File: config.mk
export PLATFORM = sky130hd
export DESIGN_NAME = signal_pending_selector
export DESIGN_NICKNAME = d
export VERILOG_FILES = /design/src/sps_pkg.sv /design/src/sps_select.sv /design/src/signal_pending_selector.sv
export SDC_FILE = /design/constraint.sdc
export NUM_CORES = 1
export LEC_CHECK = 0
export BUFFER_PORTS_ARGS = -buffer_cell sky130_fd_sc_hd__buf_2
export CAP_MARGIN = 20
export CORE_MARGIN = 2
export CORE_UTILIZATION = 40
export DETAILED_ROUTE_END_ITERATION = 7
export SLEW_MARGIN = 0
export SYNTH_ARGS = -nofsm -noshare
export SYNTH_HDL_FRONTEND = slang
export SYNTH_SLANG_ARGS = --single-unit
File: constraint.sdc
create_clock -name clock -period 10.4 [get_ports clock]
set_input_delay 0.52 -clock clock [delete_from_list [all_inputs] [get_ports clock]]
set_output_delay 0.52 -clock clock [all_outputs]
set_load 0.01 [all_outputs]
File: src/sps_pkg.sv
// Package for the signal pending selector: field widths, opcodes, signal
// numbers, disposition codes and the per-signal disposition function.
// Depends on nothing; every other file of the block uses it.
package sps_pkg;

   localparam int MASK_WIDTH       = 64;
   localparam int OPCODE_WIDTH     = 3;
   localparam int SIGNUM_WIDTH     = 7;
   localparam int DISP_WIDTH       = 3;
   localparam int CSR_INDEX_WIDTH  = 2;
   localparam int SIGNAL_COUNT_DEF = 64;

   typedef logic [OPCODE_WIDTH-1:0] opcode_type;
   typedef logic [SIGNUM_WIDTH-1:0] signum_type;
   typedef logic [DISP_WIDTH-1:0]   disp_type;

   localparam opcode_type OP_POST_THREAD  = 3'd0;
   localparam opcode_type OP_POST_PROCESS = 3'd1;
   localparam opcode_type OP_CONSUME      = 3'd2;
   localparam opcode_type OP_QUERY        = 3'd3;
   localparam opcode_type OP_CLEAR        = 3'd4;

   localparam logic [CSR_INDEX_WIDTH-1:0] CSR_BLOCKED = 2'd0;
   localparam logic [CSR_INDEX_WIDTH-1:0] CSR_CAUGHT  = 2'd1;
   localparam logic [CSR_INDEX_WIDTH-1:0] CSR_IGNORED = 2'd2;

   localparam signum_type SIG_KILL  = 7'd9;
   localparam signum_type SIG_CHLD  = 7'd17;
   localparam signum_type SIG_CONT  = 7'd18;
   localparam signum_type SIG_STOP  = 7'd19;
   localparam signum_type SIG_TTOU  = 7'd22;
   localparam signum_type SIG_URG   = 7'd23;
   localparam signum_type SIG_WINCH = 7'd28;

   localparam disp_type ACT_NONE    = 3'd0;
   localparam disp_type ACT_TERM    = 3'd1;
   localparam disp_type ACT_STOP    = 3'd2;
   localparam disp_type ACT_CONT    = 3'd3;
   localparam disp_type ACT_IGNORE  = 3'd4;
   localparam disp_type ACT_HANDLER = 3'd5;

   localparam logic [MASK_WIDTH-1:0] CONT_BIT_MASK    = 64'h0000_0000_0002_0000;
   localparam logic [MASK_WIDTH-1:0] STOP_GROUP_MASK  = 64'h0000_0000_003C_0000;
   localparam logic [MASK_WIDTH-1:0] UNBLOCKABLE_MASK = 64'h0000_0000_0004_0100;

   // Result of one item, passed from the selector to the result register.
   typedef struct packed {
      signum_type next_signal;
      disp_type   disposition;
      logic       interrupt;
   } result_type;

   function automatic logic is_stop_signal(input signum_type n);
      return (n >= SIG_STOP) && (n <= SIG_TTOU);
   endfunction

   // Disposition of signal n given its ignored and caught bits.
   function automatic disp_type sig_disp(input signum_type n, input logic ign,
                                         input logic caught);
      disp_type d;
      if (n == SIG_KILL) begin
         d = ACT_TERM;
      end else if (n == SIG_STOP) begin
         d = ACT_STOP;
      end else if (ign) begin
         d = ACT_IGNORE;
      end else if (caught) begin
         d = ACT_HANDLER;
      end else if (n == SIG_CHLD || n == SIG_URG || n == SIG_WINCH) begin
         d = ACT_IGNORE;
      end else if (n == SIG_CONT) begin
         d = ACT_CONT;
      end else if (is_stop_signal(n)) begin
         d = ACT_STOP;
      end else begin
         d = ACT_TERM;
      end
      return d;
   endfunction

endpackage

File: src/sps_select.sv
// Delivery selector: from the pending and blocking masks it finds the lowest
// deliverable signal, its disposition and the interrupt flag.
// Depends on sps_pkg.
module sps_select #(
   parameter int SIGNAL_COUNT = sps_pkg::SIGNAL_COUNT_DEF
) (
   input  logic [SIGNAL_COUNT-1:0] pending,
   input  logic [SIGNAL_COUNT-1:0] blocked,
   input  logic [SIGNAL_COUNT-1:0] caught,
   input  logic [SIGNAL_COUNT-1:0] ignored,
   output sps_pkg::result_type     result
);

   localparam logic [SIGNAL_COUNT-1:0] UNBLOCKABLE =
      sps_pkg::UNBLOCKABLE_MASK[SIGNAL_COUNT-1:0];

   logic [SIGNAL_COUNT-1:0] deliverable;
   logic [SIGNAL_COUNT-1:0] lowest;
   logic [SIGNAL_COUNT-1:0] lane_int;
   sps_pkg::disp_type       lane_disp [SIGNAL_COUNT];

   assign deliverable = pending & (~blocked | UNBLOCKABLE);
   assign lowest      = deliverable & (~deliverable + {{(SIGNAL_COUNT-1){1'b0}}, 1'b1});

   for (genvar i = 0; i < SIGNAL_COUNT; i++) begin : g_lane
      assign lane_disp[i] = sps_pkg::sig_disp(sps_pkg::SIGNUM_WIDTH'(i + 1), ignored[i],
                                              caught[i]);
      assign lane_int[i]  = deliverable[i] &&
                            (lane_disp[i] == sps_pkg::ACT_TERM ||
                             lane_disp[i] == sps_pkg::ACT_STOP ||
                             lane_disp[i] == sps_pkg::ACT_HANDLER);
   end

   always_comb begin
      result.next_signal = '0;
      result.disposition = sps_pkg::ACT_NONE;
      for (int i = 0; i < SIGNAL_COUNT; i++) begin
         if (lowest[i]) begin
            result.next_signal = result.next_signal | sps_pkg::SIGNUM_WIDTH'(i + 1);
            result.disposition = result.disposition | lane_disp[i];
         end
      end
      result.interrupt = |lane_int;
   end

endmodule

File: src/signal_pending_selector.sv
// Top level of the signal pending selector: item register, pending mask
// update, result register and configuration registers.
// Depends on sps_pkg and sps_select.

// The block accepts one item per clock cycle unless the input stalls. An
// accepted item is captured in an input register; when it advances, the
// pending masks are updated and the lowest deliverable signal, its
// disposition and the interrupt flag are written to the result register and
// offered. Mask update and priority selection are combinational, so items
// can follow back to back. The input stalls only while the input register
// holds an item and a waiting result is not taken. Configuration writes
// take effect on the next item.
module signal_pending_selector #(
   parameter int SIGNAL_COUNT = sps_pkg::SIGNAL_COUNT_DEF
) (
   input  logic                                   clock,
   input  logic                                   reset,
   input  logic                                   req_valid,
   output logic                                   req_ready,
   input  sps_pkg::opcode_type                    req_opcode,
   input  sps_pkg::signum_type                    req_signal_number,
   output logic                                   rsp_valid,
   input  logic                                   rsp_ready,
   output sps_pkg::signum_type                    rsp_next_signal,
   output sps_pkg::disp_type                      rsp_next_disposition,
   output logic                                   rsp_has_interrupt,
   input  logic                                   csr_wen,
   input  logic [sps_pkg::CSR_INDEX_WIDTH-1:0]    csr_index,
   input  logic [sps_pkg::MASK_WIDTH-1:0]         csr_wdata
);

   localparam int IDX_WIDTH = $clog2(SIGNAL_COUNT);
   localparam logic [SIGNAL_COUNT-1:0] STOP_GROUP =
      sps_pkg::STOP_GROUP_MASK[SIGNAL_COUNT-1:0];
   localparam logic [SIGNAL_COUNT-1:0] CONT_BIT =
      sps_pkg::CONT_BIT_MASK[SIGNAL_COUNT-1:0];
   localparam sps_pkg::signum_type SIG_LIMIT = sps_pkg::SIGNUM_WIDTH'(SIGNAL_COUNT);

   logic                    stage_valid_ff, stage_valid_in;
   sps_pkg::opcode_type     stage_op_ff;
   sps_pkg::signum_type     stage_sn_ff;
   logic                    rsp_valid_ff, rsp_valid_in;
   sps_pkg::result_type     result_ff, result_in;
   logic [SIGNAL_COUNT-1:0] thread_ff, thread_in;
   logic [SIGNAL_COUNT-1:0] process_ff, process_in;
   logic [SIGNAL_COUNT-1:0] blocked_ff, caught_ff, ignored_ff;

   logic                    advance;
   logic                    sn_valid;
   sps_pkg::signum_type     sn_minus_one;
   logic [SIGNAL_COUNT-1:0] sig_onehot;
   logic [SIGNAL_COUNT-1:0] keep_mask;

   assign advance   = stage_valid_ff && (!rsp_valid_ff || rsp_ready);
   assign req_ready = !stage_valid_ff || advance;

   assign stage_valid_in = (req_valid && req_ready) ? 1'b1 : (advance ? 1'b0 : stage_valid_ff);
   assign rsp_valid_in   = advance ? 1'b1 : (rsp_ready ? 1'b0 : rsp_valid_ff);

   assign sn_valid     = (stage_sn_ff != '0) && (stage_sn_ff <= SIG_LIMIT);
   assign sn_minus_one = stage_sn_ff - sps_pkg::SIGNUM_WIDTH'(1);
   assign sig_onehot   = {{(SIGNAL_COUNT-1){1'b0}}, 1'b1} << sn_minus_one[IDX_WIDTH-1:0];

   // A posted SIGCONT discards pending stop signals, and a stop signal
   // discards a pending SIGCONT.
   always_comb begin
      if (stage_sn_ff == sps_pkg::SIG_CONT) begin
         keep_mask = ~STOP_GROUP;
      end else if (sps_pkg::is_stop_signal(stage_sn_ff)) begin
         keep_mask = ~CONT_BIT;
      end else begin
         keep_mask = '1;
      end
   end

   always_comb begin
      thread_in  = thread_ff;
      process_in = process_ff;
      case (stage_op_ff)
         sps_pkg::OP_POST_THREAD: begin
            if (sn_valid) begin
               thread_in = (thread_ff & keep_mask) | sig_onehot;
            end
         end
         sps_pkg::OP_POST_PROCESS: begin
            if (sn_valid) begin
               process_in = (process_ff & keep_mask) | sig_onehot;
            end
         end
         sps_pkg::OP_CONSUME: begin
            if (sn_valid) begin
               thread_in  = thread_ff & ~sig_onehot;
               process_in = process_ff & ~sig_onehot;
            end
         end
         sps_pkg::OP_CLEAR: begin
            thread_in  = '0;
            process_in = '0;
         end
         default: begin
            thread_in  = thread_ff;
            process_in = process_ff;
         end
      endcase
   end

   sps_select #(
      .SIGNAL_COUNT(SIGNAL_COUNT)
   ) u_select (
      .pending (thread_in | process_in),
      .blocked (blocked_ff),
      .caught  (caught_ff),
      .ignored (ignored_ff),
      .result  (result_in)
   );

   always_ff @(posedge clock) begin
      if (reset) begin
         stage_valid_ff <= 1'b0;
         rsp_valid_ff   <= 1'b0;
         thread_ff      <= '0;
         process_ff     <= '0;
         blocked_ff     <= '0;
         caught_ff      <= '0;
         ignored_ff     <= '0;
      end else begin
         stage_valid_ff <= stage_valid_in;
         rsp_valid_ff   <= rsp_valid_in;
         if (advance) begin
            thread_ff  <= thread_in;
            process_ff <= process_in;
         end
         if (csr_wen) begin
            case (csr_index)
               sps_pkg::CSR_BLOCKED: blocked_ff <= csr_wdata[SIGNAL_COUNT-1:0];
               sps_pkg::CSR_CAUGHT:  caught_ff  <= csr_wdata[SIGNAL_COUNT-1:0];
               sps_pkg::CSR_IGNORED: ignored_ff <= csr_wdata[SIGNAL_COUNT-1:0];
               default: begin
               end
            endcase
         end
      end
   end

   always_ff @(posedge clock) begin
      if (req_valid && req_ready) begin
         stage_op_ff <= req_opcode;
         stage_sn_ff <= req_signal_number;
      end
      if (advance) begin
         result_ff <= result_in;
      end
   end

   assign rsp_valid            = rsp_valid_ff;
   assign rsp_next_signal      = result_ff.next_signal;
   assign rsp_next_disposition = result_ff.disposition;
   assign rsp_has_interrupt    = result_ff.interrupt;

`ifndef ASSERT_OFF
   a_reset_clears_pending: assert property (@(posedge clock)
      reset |=> (thread_ff == '0 && process_ff == '0))
      else $error("pending masks not cleared by reset");

   a_stall_only_when_busy: assert property (@(posedge clock) disable iff (reset)
      !req_ready |-> (stage_valid_ff && rsp_valid_ff && !rsp_ready))
      else $error("input stalled without a blocked item");

   a_none_has_no_disp: assert property (@(posedge clock) disable iff (reset)
      (rsp_valid && rsp_next_signal == '0) |-> (rsp_next_disposition == sps_pkg::ACT_NONE))
      else $error("disposition given without a deliverable signal");

   a_signal_in_range: assert property (@(posedge clock) disable iff (reset)
      (rsp_valid && rsp_next_signal != '0) |->
      (rsp_next_signal <= SIG_LIMIT && rsp_next_disposition != sps_pkg::ACT_NONE))
      else $error("selected signal out of range or without disposition");

   a_cont_cancels_stop: assert property (@(posedge clock) disable iff (reset)
      (advance && stage_op_ff == sps_pkg::OP_POST_THREAD &&
       stage_sn_ff == sps_pkg::SIG_CONT && sn_valid) |=> ((thread_ff & STOP_GROUP) == '0))
      else $error("stop signals still pending after SIGCONT");
`endif

endmodule
==> run_results.csv <==
group,metric,value,unit
status,outcome,"completed",
grt,grt_usage,32.23,%
setup_path,cp-start-kind,"flop",
detailed_routing,routedWlPerCell,25.77,um
setup_path,rr_endpoint,"rsp_next_signal[1]",
place,io_buffer_count,91,
grt,grt_pass1_wl,121700,um
cts,postCtsSetupBuffers,0,
yosys,postSynthAreaPerCell,7.518,sq um
floorplan,die_w,223.0,um
floorplan,core,47550,sq um
setup_path,crit_type,"reg -> reg",
power,leakage,7.461,nW
sta,fin_crit_sh,57.26,%
sta,clock_skew,15.54,ps
sta,hold_violations,0,
worst_hold_path,worstHoldStart,"req_opcode[0]",
setup_path,cp.arrival,6250,ps
power,ir_worst_vdd,0.1115,mV
sta,drv_slew,0,
layout,final_common_cell,"nand2_1",
grt,antenna_found_initial,0,
cts,clk_root_buffer_cell,"clkbuf_16",
yosys,syn_inst,2552,
setup_path,cp.buffers_inverters,2,
layout,fin_area,21270,sq um
worst_hold_path,hold_path_end,"stage_op_ff[0]",
cts,cts-htree-levels,2,
setup_path,r2r_slack,4440,ps
detailed_routing,ant_nets,0,
setup_path,end_kind,"flop",
layout,finalNetCount,2636,
place,place.gp.congestion,0.9709,
yosys,synth-seq-cells,337,
floorplan,ioPinCount,94,
yosys,ys.flop_type,"dfxtp_1",
sta,timing.setup.tns,0,ps
worst_hold_path,min_path_cells,1,
yosys,async_reset_ff_share,0,%
detailed_routing,num_vias,20230,
setup_path,rr_startpoint,"stage_sn_ff[1]",
sta,rsz0062_at_grt,"false",
grt,grt_pass1_vias,18650,
setup_path,cp_max_fo,43,
detailed_routing,firstDrtPassIters,5,
cts,cts_buffers,39,
yosys,synth_edf_count,21,
grt,grt-ovfl-total,0,
power,p_per_area,150.9,nW/um^2
cts,clk_latency,580,ps
yosys,yosysUniqueCellTypes,116,
layout,final_cell_mix,"nand2_1 (471), a21oi_1 (346), dfxtp_1 (316), nor2_1 (267), buf_2 (91)",
floorplan,rows,80,
setup_path,reg2regPathDepth,15,
yosys,seq_area_frac_synth,36.26,%
setup_path,worst_path_max_delay_cell,"or4b_1",
detailed_routing,vias_per_cell,6.328,
cts,clock-sinks,337,
layout,utilization,44.73,%
layout,area.growth.synth_to_final,10.84,%
setup_path,crit_chain,"buf_4, nor2_1, ha_1, buf_4, or4b_1, o31a_1, a2111o_1, o221ai_1, nor2_4, nand3_4, nor2_1, a2111oi_2, nand3_1, nor4_1, nand3_1",
layout,drive_above_1_share,11.58,%
setup_path,cpPeakStageDelay,590,ps
sta,setup_viol,0,
floorplan,die-area,49730,sq um
setup_path,cpLargestDelayFamily,"simple AND/OR/NAND/NOR gates",
cts,cts_tree,"done",
sta,fin_crit,5955,ps
sta,slew_headroom,21.70,%
yosys,synth_nets,2635,
floorplan,fp.dieH,223.0,um
layout,seqCellArea,6957,sq um
setup_path,required,10700,ps
detailed_routing,wirelength,82370,um
grt,grt_max_degree,126,
detailed_routing,drt-initial-drc-count,2471,
cts,clk_path_buf_depth,3,
layout,fill_cells,4829,
worst_hold_path,hold_path_class,"in -> reg",
sta,fmax,167.9,MHz
sta,worst_slew_pin_slew,1162,ps
place,dp_cells,3124,
run,maxCapViolations,0,
layout,multi_input_area,11300,sq um
place,placed_area,19940,sq um
floorplan,initial_utilization,40.35,%
place,dp_slack,4584,ps
yosys,synth_area,19190,sq um
place,dp_hpwl,59170,um
cts,cts.clk_slew.worst_paths,60,ps
cts,cts-hold-fix-buffers,0,
sta,fin_ws,4445,ps
layout,final_cells,3197,
yosys,synth_warnings,0,
detailed_routing,drc,0,
cts,cts_resized,0,
area by class of cell:
class,count,area share [%]
Clock inverter,12,0.4825
Timing Repair Buffer,135,3.742
Inverter,39,0.6884
Antenna cell,1,0.01177
Multi-Input combinational cell,2001,53.12
Sequential cell,337,32.71
Clock buffer,57,5.625
Tap cell,615,3.618
stage by stage:
step                total power, W  hold WS (ps)
floorplan                 0.001656         428.5
global placement          0.001811         439.4
detailed placement        0.001813         444.8
CTS                       0.003214         103.1
global route              0.003304         117.8
finish                    0.003210         127.6
Yosys cell counts (all sizes together), types with 9 or more instances:
| cell | count | area [sq um] |
|---|---|---|
| nand2 | 472 | 1774 |
| a211o | 13 | 113.9 |
| dfxtp | 316 | 6326 |
| o211ai | 19 | 152.6 |
| o21a | 21 | 157.7 |
| a2111oi | 13 | 182.7 |
| nand4b | 9 | 78.83 |
| a21o | 20 | 150.1 |
| a22oi | 11 | 82.58 |
| nor2b | 35 | 219.0 |
| a31oi | 37 | 231.5 |
| o311ai | 11 | 96.35 |
| mux2i | 10 | 100.1 |
| or3b | 10 | 87.58 |
| nor3 | 83 | 446.7 |
| o22ai | 18 | 112.6 |
| nor3b | 17 | 153.9 |
| and3 | 14 | 92.59 |
| nor4b | 11 | 132.6 |
| edfxtp | 21 | 630.6 |
| and2 | 15 | 93.84 |
| a311oi | 14 | 128.9 |
| or2 | 27 | 168.9 |
| or3 | 21 | 136.4 |
| o21bai | 21 | 161.4 |
| o21ai | 97 | 493.0 |
| o221ai | 11 | 96.34 |
| a211oi | 51 | 410.4 |
| nor4 | 47 | 355.3 |
| nand2b | 23 | 143.9 |
| inv | 38 | 142.6 |
| or4b | 11 | 121.4 |
| o31ai | 22 | 175.2 |
| clkbuf | 109 | 410.4 |
| nand3 | 42 | 227.7 |
| nand3b | 15 | 112.6 |
| nand4 | 19 | 125.1 |
| a21oi | 346 | 1732 |
| nor2 | 269 | 1017 |
| buf | 66 | 394.1 |
kinds of logic after synthesis:
kind of cell / after synthesis / synth area share (%)
and+or+nand+nor: 1179 / 30.61
buffers and inverters: 214 / 4.956
AOI/OAI and AO/OA: 800 / 26.99
adders and majority gates: 3 / 0.1826
DFF: 337 / 36.26
xor gates and xnor gates: 3 / 0.1370
muxes: 16 / 0.8739
power breakdown:
part / switching, W / internal [W] / total [W]
Sequential: 0.0000267 / 0.00134 / 0.00137
Clock: 0.000587 / 0.000823 / 0.00141
Combinational: 0.000316 / 0.000117 / 0.000433
layer usage:
metal | vias up | global-route usage, % | share of wire (%)
li1 | 9259 | - | -
met1 | 9786 | 46.35 | 45
met2 | 1056 | 48.76 | 43
met3 | 131 | 6.901 | 9.5
met4 | 0 | 8.357 | 2.3
met5 | - | 0 | 0
worst register-to-register path, cell delays in order, from the launching register on:
cell,delay (ps)
edfxtp_1,320
buf_4,440
nor2_1,140
ha_1,300
buf_4,440
or4b_1,620
o31a_1,280
a2111o_1,540
o221ai_1,360
nor2_4,150
nand3_4,390
nor2_1,330
a2111oi_2,520
nand3_1,310
nor4_1,380
nand3_1,170
flip-flops by register name (all words and copies together) (netlist names):
name and cells:
process_ff 64, thread_ff 64, blocked_ff 62, caught_ff 62, ignored_ff 62, rsp_next_signal 7, stage_sn_ff 7, rsp_next_disposition 3
stage_op_ff 3, rsp_has_interrupt 1, rsp_valid 1, stage_valid_ff 1
worst max-delay path by stage:
stage                         endpoint           start  slack, ps  depth (start not counted)
6_report            rsp_next_signal[1]  stage_sn_ff[1]       4440                         15
5_1_grt        rsp_next_disposition[0]  stage_sn_ff[1]       4240                         15
4_1_cts             rsp_next_signal[1]  stage_sn_ff[1]       4540                         15
3_5_place_dp        rsp_next_signal[1]  stage_sn_ff[1]       4580                         15
3_3_place_gp        rsp_next_signal[1]  stage_sn_ff[1]       4590                         15
2_1_floorplan  rsp_next_disposition[0]  stage_sn_ff[1]       5810                         19
(Power assumes the default switching activity.)
